$ cat src/hdl/htpl_pkg.sv
// ----------------------------------------------------------------------------
// htpl_pkg: shared definitions for the hash table probe lookup
// Table size, index and counter widths, and the command and status bundles
// that pass between the controller and the datapath.
// ----------------------------------------------------------------------------
package htpl_pkg;

  localparam int SLOTS = 128;
  localparam int IDX_W = (SLOTS > 1) ? $clog2(SLOTS) : 1;
  localparam int CNT_W = $clog2(SLOTS + 1);

  localparam logic MODE_STORE = 1'b0;
  localparam logic MODE_FIND  = 1'b1;

  // Commands from the controller to the datapath.
  typedef struct packed {
    logic accept;    // An input request is taken this cycle.
    logic probe_rd;  // Read the slot at the current probe index.
    logic set_hit;   // Record the value read as a match.
    logic step;      // Move the probe index back by one slot.
    logic load_out;  // Copy the finished result into the output registers.
  } htpl_cmd_t;

  // Status from the datapath to the controller.
  typedef struct packed {
    logic in_find;   // The offered request is a find.
    logic key_zero;  // The offered key is zero.
    logic hit;       // The slot just read holds the key searched for.
    logic empty;     // The slot just read is empty.
    logic last;      // Every slot has been examined.
  } htpl_stat_t;

endpackage

$ cat src/hdl/htpl_ctrl.sv
// ----------------------------------------------------------------------------
// htpl_ctrl: sequencer for the hash table probe lookup
// Steps a request through accept, probe read, compare and result hand-off.
// ----------------------------------------------------------------------------
module htpl_ctrl (
  input  logic                clk,
  input  logic                rst_n,
  input  logic                in_valid,
  output logic                in_ready,
  output logic                out_valid,
  input  logic                out_ready,
  input  htpl_pkg::htpl_stat_t stat,
  output htpl_pkg::htpl_cmd_t  cmd
);
  import htpl_pkg::*;

  typedef enum logic [3:0] {
    S_IDLE  = 4'b0001,
    S_PROBE = 4'b0010,
    S_CHECK = 4'b0100,
    S_FIN   = 4'b1000
  } state_t;

  state_t state_r, state_nxt;
  logic   out_valid_r, out_valid_nxt;
  logic   slot_free;

  assign in_ready  = (state_r == S_IDLE);
  assign out_valid = out_valid_r;
  assign slot_free = !out_valid_r || out_ready;

  always_comb begin
    state_nxt     = state_r;
    out_valid_nxt = out_valid_r && !out_ready;
    cmd           = '0;
    case (state_r)
      S_IDLE: begin
        if (in_valid) begin
          cmd.accept = 1'b1;
          if (stat.in_find && !stat.key_zero) begin
            state_nxt = S_PROBE;
          end else begin
            state_nxt = S_FIN;
          end
        end
      end
      S_PROBE: begin
        cmd.probe_rd = 1'b1;
        state_nxt    = S_CHECK;
      end
      S_CHECK: begin
        if (stat.hit) begin
          cmd.set_hit = 1'b1;
          state_nxt   = S_FIN;
        end else if (stat.empty || stat.last) begin
          state_nxt = S_FIN;
        end else begin
          cmd.step  = 1'b1;
          state_nxt = S_PROBE;
        end
      end
      S_FIN: begin
        if (slot_free) begin
          cmd.load_out  = 1'b1;
          out_valid_nxt = 1'b1;
          state_nxt     = S_IDLE;
        end
      end
      default: begin
        state_nxt = S_IDLE;
      end
    endcase
  end

  always_ff @(posedge clk) begin
    if (!rst_n) begin
      state_r     <= S_IDLE;
      out_valid_r <= 1'b0;
    end else begin
      state_r     <= state_nxt;
      out_valid_r <= out_valid_nxt;
    end
  end

endmodule

$ cat config.mk
export PLATFORM = sky130hd
export DESIGN_NAME = htpl_ctrl
export DESIGN_NICKNAME = d
export VERILOG_FILES = /design/src/hdl/htpl_pkg.sv /design/src/hdl/htpl_ctrl.sv
export SDC_FILE = /design/constraint.sdc
export NUM_CORES = 1
export LEC_CHECK = 0
export BUFFER_PORTS_ARGS = -buffer_cell sky130_fd_sc_hd__buf_2
export CORE_AREA = 2 2 39 41
export CTS_BUF_LIST = sky130_fd_sc_hd__clkbuf_8
export DETAILED_ROUTE_END_ITERATION = 10
export DIE_AREA = 0 0 41 43
export GPL_TIMING_DRIVEN = 0
export PLACE_DENSITY = 0.46
export RECOVER_POWER = 50
export SYNTH_ARGS = -nofsm -noshare
export SYNTH_HDL_FRONTEND = slang
export SYNTH_SLANG_ARGS = --single-unit
$ cat constraint.sdc
create_clock -name clk -period 1.25 [get_ports clk]
set_input_delay 0.0625 -clock clk [delete_from_list [all_inputs] [get_ports clk]]
set_output_delay 0.0625 -clock clk [all_outputs]
set_load 0.01 [all_outputs]
Word-level counts from Yosys, hierarchy flattened --
Cells that the tools add are included.
Operators by class: equal/unequal tests 6, mux-type cells 17, reductions and logical operators 8
Operator list (number):
- 2-to-1 mux 4 bit | 5
- case mux 4 bit (4 select lines) | 1
- 2-to-1 mux 1 bit | 10
- equality test 4 x 1 -> 1 bit, second input constant | 1
- equality test 4 x 2 -> 1 bit, second input constant | 1
- equality test 4 x 3 -> 1 bit, second input constant | 1
- equality test 4 bit, second input constant | 1
- != test 2 bit, second input constant | 2
- zero test 1 bit | 3
- logical AND 1 bit | 2
- logical OR 1 bit | 2
- 2-to-1 mux 2 bit | 1
- AND reduction 2 bit | 1
Storage, ports and cells: input port bits 9, bits in registers 5

Depth between registers and ports, before layout --
Gate-level depths: netlist of the first run.
word-level depth 5, depth in mapped cells 4, depth with buffers taken out 4

Worst setup path after synthesis of the first run --
No wires, ideal clock.
kind register to register, from register state_r[2], to register state_r[1], cell stages (with the launch flop) 4, arrival 1285 ps, path slack -94 ps, buffers on the path 0, setup time 59 ps, path through dfxtp_1 -> or4b_4 -> nor4_4 -> o211a_1
On the way: word-level cells in the longest chain between the ends 3, elaborated cells between the ends (all ways) 8, classes of those cells 6 x eq/ne; 1 x mux; 1 x reduce/logical
Ends and longest elaborated chain:
- start, declared | RTL line htpl_ctrl.sv:24 | state_t state_r, state_nxt;
- start signal, assigned | RTL line htpl_ctrl.sv:80 | state_r <= state_nxt;
- equality test 4 bit / equality test 4 x 1 -> 1 bit (equally long branches) | RTL line htpl_ctrl.sv:36 | case (state_r)
- != test 2 bit (no source line)
- AND reduction 2 bit (no source line)
Parallel ways exist; a longest one is shown, timed or not. A chain may end at the register's enable or synchronous reset.

==> results of run 1 <==
## routing by layer
layer | up-vias | GRT usage [%] | routed length, um
li1 | 167 | - | -
met3 | 0 | 3.14 | 47
met1 | 151 | 12.7 | 335
met4 | 0 | 8.00 | 0
met5 | - | 0 | 0
met2 | 10 | 16.6 | 431
## repair_timing
item,CTS,global route
setup buffers,27,3
pin swaps,2,5
gates resized for setup,9,3
hold endpoints to repair,0,0
setup endpoints to repair,8,9
hold buffers,0,0
## registers in the layout, summed over array words and instances (netlist names)
register   count
state_r        4
out_valid      1
## cell usage in the layout, fill, tap and decap left out
cell type,n
buf_4,4
a22oi_1,1
nand2_1,1
buf_2,14
dfxtp_1,1
nor4b_4,1
a21o_1,1
and3b_1,1
inv_1,3
dfxtp_4,2
nor2b_1,4
buf_6,2
dfxtp_2,2
o2bb2ai_2,1
o21ai_0,1
clkbuf_1,1
clkbuf_8,3
and2_1,2
nor2_1,1
nor4_4,2
o211a_1,1
and3b_2,1
nor3_1,1
buf_12,1
nor4b_1,1
o21a_1,1
o311a_4,1
or4b_4,1
nand2b_1,1
## layout make-up
cell class	count	area (um^2)
clock buffers	3	41.3
clock inverters	1	3.75
fillers	146	817
inverters	2	7.51
multi-input cells	24	238
flip-flops and latches	5	110
well taps	16	20.0
repair buffers	22	146
## logic make-up (layout without fill, tap and decap cells)
kind of cell,Yosys count,after routing,synth area share (%)
AND/OR/NAND/NOR,17,17,46.1
AO/OA/AOI/OAI,7,7,18.5
flip-flops,5,5,32.9
buffers and inverters,2,28,2.47
## final timing paths
| kind | end | slack, ns | cells past startpoint |
|---|---|---|---|
| worst max-delay path | cmd[1] | -0.25 | 3 |
| worst min-delay path | state_r[0]$_SDFFE_PN1P_ | 0.05 | 2 |
| worst max register to register | state_r[3]$_SDFFE_PN0P_ | -0.15 | 5 |
| worst min register to register | state_r[2]$_SDFFE_PN0P_ | 0.58 | 2 |
## where the power goes
part	switching (mW)	internal, mW
clock network	0.0780	0.210
registers	0.00904	0.165
logic	0.0486	0.0680
total	0.136	0.443
## worst max-delay path, stage by stage (launching register included)
cell and delay [ns]:
dfxtp_4 0.38, or4b_4 0.50, nor4_4 0.16, buf_2 0.17
==> results by group, run 1 <==
Synth
  • Synthesized net count: 40
  • Mean Syn Cell Area: 9.81 um^2
  • Commonest cells post-synth: 5 x dfxtp_1, 4 x nor2b_1, 2 x and2_1, 2 x inv_1
  • Cells after Synth: 31
  • Synth top area cells: dfxtp_1 33%, nor2b_1 8.2%, nor4_4 7.0%, nor4b_2 4.9%, or4b_4 4.5%
  • Synthesized flop and latch total: 5
  • Sequential share of the synthesized area: 32.9%
  • Area share of the largest cell type after synthesis: 32.9%
  • Yosys synthesis warning count: 0
  • Mapped Area: 304 um^2
  • Count of cell types in the netlist: 22
  • Post-synth top area cell: dfxtp_1
  • Number of synthesized flops with an enable pin: 0
  • Predominant post-synthesis flop cell: dfxtp_1
  • Ys async rst share: 0%
  • Most frequent cell after synthesis: dfxtp_1

CTS
  • Clk slew on worst S/H paths: 0.04 ns
  • Clk_lat worst skew: 0.22 ns
  • Num CTS Buffers: 3
  • Clock Sinks: 5
  • CTS Buffer Depth: 2
  • CTS H-tree depth: 1
  • CTS tree: done
  • CTS root buf: clkbuf_8

Layout
  • Diode count: 0
  • Layout cells sized above 1: 61.4%
  • Final Util: 41.0%
  • Final Non-Filler Cells: 73
  • Area growth syn-to-layout: 86.4%
  • Design area: 567 um^2
  • Layout Nets: 67

Placement
  • Placed cells: 62
  • Dpl cell area: 400 um^2
  • Routability Congestion: 0.607
  • Pre-CTS setup slack: -0.0946 ns
  • Port Buffers: 15
  • DP HPWL: 513 um

Die
  • Num rows: 14
  • Initial core utilization: 22.0%
  • Die area: 0.00176 mm^2
  • I/O Pins: 16
  • Core area: 0.00138 mm^2
  • Die Span Y: 43 um
  • Die W: 41 um

Global route
  • Vias in the first global route: 314
  • Initial antenna violation count: 0
  • GRT overflow: 0
  • First-pass GRT wire length: 1260 um
  • Largest net degree at the start of global routing: 8
  • Gr usage total: 11.1%

STA
  • Final setup violation count: 9
  • Final worst slack: -0.248 ns
  • Fmax: 667 MHz
  • Crit path time final: 1.50 ns
  • Slew margin rel.: 78.8%
  • Clock Skew: 0.0000530 ns
  • Setup tns final: -1.18 ns
  • RSZ-0062 raised after global routing: yes
  • Final hold violations: 0
  • Fin. max-slew vios: 0
  • Final period utilization: 120%
  • Worst-Margin Slew: 0.313 ns
  • Final Hold Slack: 0.0526 ns

Critical path
  • Reg2reg start: state_r[2]$_SDFFE_PN0P_
  • Crit-path max FO: 7
  • Req. time, crit path: 1.19 ns
  • CP startpoint: state_r[2]$_SDFFE_PN0P_
  • Setup crit end kind: output pin
  • CP Launch Type: flop
  • CP Class: flop to output pin
  • Worst EP arrival: 1.44 ns

Detailed routing
  • Avg WL per Cell: 11.2 um
  • Post-route ant nets: 0
  • Via density: 4.49
  • DRC: 0
  • Iter 0 DRT Violations: 3
  • Vias: 328
  • DRT Pass-1 Iters: 4
  • Post-Route WL: 814 um

Power and ir drop
  • Max rail drop VDD: 0.514 mV
  • Power per cell area: 1020 mW/mm^2
  • Leak Pwr: 0.273 nW
  • Final Power: 0.579 mW

Status
  • Failing checks: negative setup slack
  • Status: finished with violations

Hold path
  • Worst min-delay path class: primary input to flop
  • Hold Path Origin: rst_n

Flow run
  • Max Cap Viol: 0
(Power assumes the default switching activity.)
==> run 2: changes to the inputs <==
--- a/config.mk
+++ b/config.mk
@@ -6,4 +6,5 @@
 export NUM_CORES = 1
 export LEC_CHECK = 0
+export ABC_CLOCK_PERIOD_IN_PS = 1250
 export BUFFER_PORTS_ARGS = -buffer_cell sky130_fd_sc_hd__buf_2
 export CORE_AREA = 2 2 39 41
==> constraint.sdc (replaced) <==
create_clock -name clk -period 1.25 [get_ports clk]
set_input_delay 0 -clock clk [delete_from_list [all_inputs] [get_ports clk]]
set_output_delay 0 -clock clk [all_outputs]
set_load 0.01 [all_outputs]
==> results by group, run 2 (synthesized netlist as in run 1, its figures left out) <==
Critical path
  • CP Class: flop to output pin (unchanged)
  • Worst EP arrival: 1.43 ns (was 1.44 ns)
  • Setup crit end kind: output pin (unchanged)
  • Top delay family on crit path: simple AND/OR/NAND/NOR gates (unchanged)
  • Critical-path top delay cell: or4b_4 (unchanged)
  • Buffer and inverter count on the worst path: 1 (unchanged)
  • Req. time, crit path: 1.25 ns (was 1.19 ns)
  • CP max stage delay: 0.56 ns (was 0.50 ns)
  • Crit-path max FO: 4 (was 7)
  • Cells along the critical path: or4b_4, nor4_4, buf_2 (unchanged)
  • CP Launch Type: flop (unchanged)

Power and ir drop
  • Pint: 0.448 mW (was 0.443 mW)
  • Final Power: 0.587 mW (was 0.579 mW)
  • Clk pwr share: 49.0% (was 49.8%)
  • Reg power frac: 29.7% (was 30.1%)
  • Max rail drop VDD: 0.516 mV (was 0.514 mV)
  • Power per cell area: 1000 mW/mm^2 (was 1020 mW/mm^2)
  • Gate power share: 21.3% (was 20.1%)
  • Leak Pwr: 0.278 nW (was 0.273 nW)
  • Sw Share: 23.6% (was 23.4%)
  • Psw: 0.138 mW (was 0.136 mW)

Detailed routing
  • Met3 WL: 49 um (was 47 um)
  • Iter 0 DRT Violations: 4 (was 3)
  • Metal2 WL: 455 um (was 431 um)
  • Avg WL per Cell: 11.3 um (was 11.2 um)
  • DRT Pass-1 Iters: 4 (unchanged)
  • Post-Route WL: 833 um (was 814 um)
  • Post-route ant nets: 0 (unchanged)
  • WL met1: 328 um (was 335 um)
  • Vias: 333 (was 328)
  • Top Metal Used: met3 (unchanged)
  • DRC: 0 (unchanged)
  • Via density: 4.50 (was 4.49)

Layout
  • Area growth syn-to-layout: 92.6% (was 86.4%)
  • Layout cells sized above 1: 62.1% (was 61.4%)
  • Design area: 586 um^2 (was 567 um^2)
  • Diode count: 0 (unchanged)
  • Commonest non-fill, non-tap cells in the layout: 14 x buf_2, 4 x nor2b_1, 4 x buf_4 (unchanged)
  • # fillers: 142 (was 146)
  • Largest Register: state_r (unchanged)
  • Multi-input logic area: 255 um^2 (was 238 um^2)
  • Layout Nets: 68 (was 67)
  • Commonest non-fill, non-tap cell in the layout: buf_2 (unchanged)
  • Max FFs per register: 4 (unchanged)
  • Storage cell area: 110 um^2 (unchanged)

Die
  • Core area: 0.00138 mm^2 (unchanged)
  • Die Span Y: 43 um (unchanged)
  • I/O Pins: 16 (unchanged)
  • Die area: 0.00176 mm^2 (unchanged)
  • Initial core utilization: 22.0% (unchanged)
  • Die W: 41 um (unchanged)
  • Num rows: 14 (unchanged)

Status
  • Status: finished with violations (unchanged)
  • Failing checks: negative setup slack (unchanged)

CTS
  • CTS Buffer Depth: 2 (unchanged)
  • CTS root buf: clkbuf_8 (unchanged)
  • Clk slew on worst S/H paths: 0.03 ns (was 0.04 ns)
  • CTS tree: done (unchanged)
  • CTS H-tree depth: 1 (unchanged)
  • Clk_lat worst skew: 0.22 ns (about the same)
  • Num CTS Buffers: 3 (unchanged)
  • Clock Sinks: 5 (unchanged)

Global route
  • First-pass GRT wire length: 1230 um (was 1260 um)
  • Vias in the first global route: 315 (was 314)
  • Gr usage total: 10.9% (was 11.1%)
  • Largest net degree at the start of global routing: 8 (unchanged)
  • GRT overflow: 0 (unchanged)
  • Initial antenna violation count: 0 (unchanged)

STA
  • Setup tns final: -0.641 ns (was -1.18 ns)
  • Final hold violations: 0 (unchanged)
  • RSZ-0062 raised after global routing: yes (unchanged)
  • Clock Skew: 0.000270 ns (was 0.0000530 ns)
  • Fin. max-slew vios: 0 (unchanged)
  • Final period utilization: 114% (was 120%)
  • Final Hold Slack: 0.154 ns (was 0.0526 ns)
  • Final setup violation count: 6 (was 9)
  • Final worst slack: -0.180 ns (was -0.248 ns)
  • Slew margin rel.: 76.0% (was 78.8%)
  • Fmax: 700 MHz (was 667 MHz)
  • Crit path time final: 1.43 ns (was 1.50 ns)
  • Worst-Margin Slew: 0.357 ns (was 0.313 ns)

Placement
  • Dpl cell area: 400 um^2 (unchanged)
  • Port Buffers: 15 (unchanged)
  • DP HPWL: 513 um (unchanged)
  • Routability Congestion: 0.607 (unchanged)

Flow run
  • Max Cap Viol: 0 (unchanged)

Hold path
  • Worst min-delay path class: primary input to flop (unchanged)
==> run 2: tightest hold or removal path: stages <==
cell and delay [ns]:
buf_2 0.07, nor2b_1 0.07, o21a_1 0.18
==> run 2: layout make-up <==
cell class                 count  area share (%)
multi-input combinational     24            43.6
clock inverter                 1           0.641
clock buffer                   3            7.05
tap                           16            3.42
sequential                     5            18.8
timing repair buffer          23            25.2
inverter                       2            1.28
==> run 2: worst paths after layout <==
kind                                start                      end  slack (ns)  depth (start not counted)
setup reg to reg  state_r[3]$_SDFFE_PN0P_  state_r[3]$_SDFFE_PN0P_       -0.14                          5
hold / removal                  out_ready     out_valid$_SDFF_PN0_        0.15                          3
hold reg to reg   state_r[3]$_SDFFE_PN0P_  state_r[2]$_SDFFE_PN0P_        0.57                          2
setup / recovery  state_r[3]$_SDFFE_PN0P_                   cmd[1]       -0.18                          3
==> run 2: through the flow <==
step	setup slack, ns	utilization [%]	std cells
after floorplan	-0.0863	-	31
after global placement	-0.128	28.9	62
after detailed placement	-0.0763	28.9	62
after CTS	-0.193	38.1	72
after global routing	-0.244	42.3	74
final	-0.180	42.3	74
==> run 2: repair_timing <==
action	in CTS	in global routing
setup buffers	5	2
endpoints found under the setup margin	7	8
gates resized for setup	9	6
pin swaps	4	4
hold endpoints to repair	1	0
hold buffers	1	0
==> run 2: per-layer routing <==
metal,vias to the layer above,global-route usage (%)
li1,169,-
met1,153,12.0
met2,11,16.6
met3,0,3.14
met4,0,8.00
met5,-,0
==> run 2: power groups by stage <==
stage / Sequential (mW) / Clock [mW] / Combinational [mW]
2_1_floorplan: 0.177 / 0 / 0.0449
3_3_place_gp: 0.179 / 0 / 0.0789
3_5_place_dp: 0.179 / 0 / 0.0783
4_1_cts: 0.173 / 0.299 / 0.105
5_1_grt: 0.176 / 0.301 / 0.138
6_report: 0.174 / 0.287 / 0.125
==> run 3: changes to the inputs <==
Settings changed: SKIP_CTS_REPAIR_TIMING from default to 1.
==> results by group, run 3 (synthesized netlist as in run 1, its figures left out) <==
Layout
  • Diode count: 0 (unchanged)
  • Layout Nets: 62 (was 68)
  • Storage cell area: 108 um^2 (was 110 um^2)
  • Area growth syn-to-layout: 60.1% (was 92.6%)
  • Commonest non-fill, non-tap cells in the layout: 14 x buf_2, 4 x nor2b_1, 3 x inv_1, 3 x clkbuf_8, 3 x dfxtp_2 (was 14 x buf_2, 4 x nor2b_1, 4 x buf_4)
  • Multi-input logic area: 218 um^2 (was 255 um^2)
  • Max FFs per register: 4 (unchanged)
  • Largest Register: state_r (unchanged)
  • Layout cells sized above 1: 55.8% (was 62.1%)
  • Final Util: 35.2% (was 42.3%)
  • # fillers: 147 (was 142)
  • Design area: 487 um^2 (was 586 um^2)
  • Commonest non-fill, non-tap cell in the layout: buf_2 (unchanged)

Placement
  • Dpl cell area: 400 um^2 (unchanged)
  • Port Buffers: 15 (unchanged)
  • Pre-CTS setup slack: -0.0763 ns (unchanged)
  • Routability Congestion: 0.607 (unchanged)
  • DP HPWL: 513 um (unchanged)

Detailed routing
  • Post-route ant nets: 0 (unchanged)
  • DRT Pass-1 Iters: 3 (was 4)
  • Post-Route WL: 709 um (was 833 um)
  • Iter 0 DRT Violations: 4 (unchanged)
  • Vias: 308 (was 333)
  • Via density: 4.53 (was 4.50)
  • Avg WL per Cell: 10.4 um (was 11.3 um)
  • DRC: 0 (unchanged)

Die
  • Initial core utilization: 22.0% (unchanged)
  • Die W: 41 um (unchanged)
  • Core area: 0.00138 mm^2 (unchanged)
  • I/O Pins: 16 (unchanged)
  • Die Span Y: 43 um (unchanged)
  • Num rows: 14 (unchanged)
  • Die area: 0.00176 mm^2 (unchanged)

Power and ir drop
  • Power per cell area: 1130 mW/mm^2 (was 1000 mW/mm^2)
  • Pint: 0.422 mW (was 0.448 mW)
  • Final Power: 0.551 mW (was 0.587 mW)
  • Psw: 0.129 mW (was 0.138 mW)
  • Reg power frac: 32.2% (was 29.7%)
  • Gate power share: 15.4% (was 21.3%)
  • Sw Share: 23.4% (was 23.6%)
  • Max rail drop VDD: 0.485 mV (was 0.516 mV)
  • Clk pwr share: 52.4% (was 49.0%)
  • Leak Pwr: 0.228 nW (was 0.278 nW)

CTS
  • CTS H-tree depth: 1 (unchanged)
  • Clk_lat worst skew: 0.22 ns (about the same)
  • CTS Buffer Depth: 2 (unchanged)
  • CTS root buf: clkbuf_8 (unchanged)
  • Clk slew on worst S/H paths: 0.04 ns (was 0.03 ns)
  • CTS tree: done (unchanged)
  • Clock Sinks: 5 (unchanged)
  • Num CTS Buffers: 3 (unchanged)

STA
  • Slew margin rel.: 71.7% (was 76.0%)
  • Fin. max-slew vios: 0 (unchanged)
  • Final worst slack: -0.200 ns (was -0.180 ns)
  • Fmax: 690 MHz (was 700 MHz)
  • Final hold violations: 1 (was 0)
  • Final Hold Slack: -0.00956 ns (was 0.154 ns)
  • Worst-Margin Slew: 0.423 ns (was 0.357 ns)
  • RSZ-0062 raised after global routing: yes (unchanged)
  • Final setup violation count: 6 (unchanged)
  • Crit path time final: 1.45 ns (was 1.43 ns)
  • Clock Skew: 0.00121 ns (was 0.000270 ns)
  • Final period utilization: 116% (was 114%)

Global route
  • GRT overflow: 0 (unchanged)
  • Initial antenna violation count: 0 (unchanged)
  • Vias in the first global route: 271 (was 315)
  • First-pass GRT wire length: 1030 um (was 1230 um)
  • Gr usage total: 8.96% (was 10.9%)
  • Largest net degree at the start of global routing: 8 (unchanged)

Critical path
  • R2r endpoint: state_r[3]$_SDFFE_PN0P_ (unchanged)
  • CP Class: flop to output pin (unchanged)
  • Worst EP arrival: 1.45 ns (was 1.43 ns)
  • Setup crit end kind: output pin (unchanged)
  • Req. time, crit path: 1.25 ns (about the same)
  • Crit-path max FO: 6 (was 4)
  • R2r setup slk: -0.17 ns (was -0.14 ns)
  • Reg2reg start: state_r[1]$_SDFFE_PN0P_ (was state_r[3]$_SDFFE_PN0P_)
  • Reg2reg path depth: 5 (unchanged)
  • CP Launch Type: flop (unchanged)

Status
  • Failing checks: negative hold slack, negative setup slack (was negative setup slack)
  • Status: finished with violations (unchanged)

Hold path
  • Hold Path Origin: rst_n (was out_ready)
  • Hold EP: state_r[0]$_SDFFE_PN1P_ (was out_valid$_SDFF_PN0_)
  • Min-Delay Path Depth: 2 (was 3)
  • Worst min-delay path class: primary input to flop (unchanged)

Flow run
  • Max Cap Viol: 0 (unchanged)
run 3: how the worst max path moves through the flow:
stage                            startpoint                 endpoint  slack, ns
CTS                 state_r[3]$_SDFFE_PN0P_                   cmd[0]      -0.29
global placement    state_r[3]$_SDFFE_PN0P_  state_r[3]$_SDFFE_PN0P_      -0.13
finish              state_r[1]$_SDFFE_PN0P_                   cmd[1]      -0.20
detailed placement  state_r[3]$_SDFFE_PN0P_  state_r[3]$_SDFFE_PN0P_      -0.08
global route        state_r[1]$_SDFFE_PN0P_                   cmd[1]      -0.26
floorplan           state_r[3]$_SDFFE_PN0P_  state_r[1]$_SDFFE_PN0P_      -0.09
run 3: layout make-up:
class | instances | area share [%]
Timing Repair Buffer | 17 | 18.3
Sequential cell | 5 | 22.1
Multi-Input combinational cell | 24 | 44.7
Tap cell | 16 | 4.11
Inverter | 2 | 1.54
Clock inverter | 1 | 0.771
Clock buffer | 3 | 8.48
run 3: routing by layer:
| metal | routed length (um) | track usage (%) | vias up |
|---|---|---|---|
| met3 | 41 | 3.14 | 0 |
| met5 | 0 | 0 | - |
| li1 | - | - | 157 |
| met1 | 304 | 11.4 | 143 |
| met2 | 362 | 11.3 | 8 |
| met4 | 0 | 8.00 | 0 |
run 3: power groups by stage:
stage          combinational [mW]  clock (mW)  sequential, mW
4_1_cts                    0.0785       0.299           0.176
6_report                   0.0846       0.289           0.177
3_3_place_gp               0.0789           0           0.179
5_1_grt                    0.0967       0.301           0.179
2_1_floorplan              0.0449           0           0.177
3_5_place_dp               0.0783           0           0.179
run 3: per-stage QoR:
step                setup TNS, ns  hold slack [ns]  std cells
floorplan                 -0.0863           0.0287         31
global placement           -0.411            0.217         62
detailed placement         -0.242            0.218         62
CTS                         -1.01          -0.0141         66
global route                -1.41          0.00175         68
finish                     -0.737         -0.00956         68
run 3: worst max-delay path, cell delays in order (launching register included):
cell and delay (ns):
dfxtp_2 0.35, or4b_4 0.55, nor4_4 0.16, buf_2 0.17
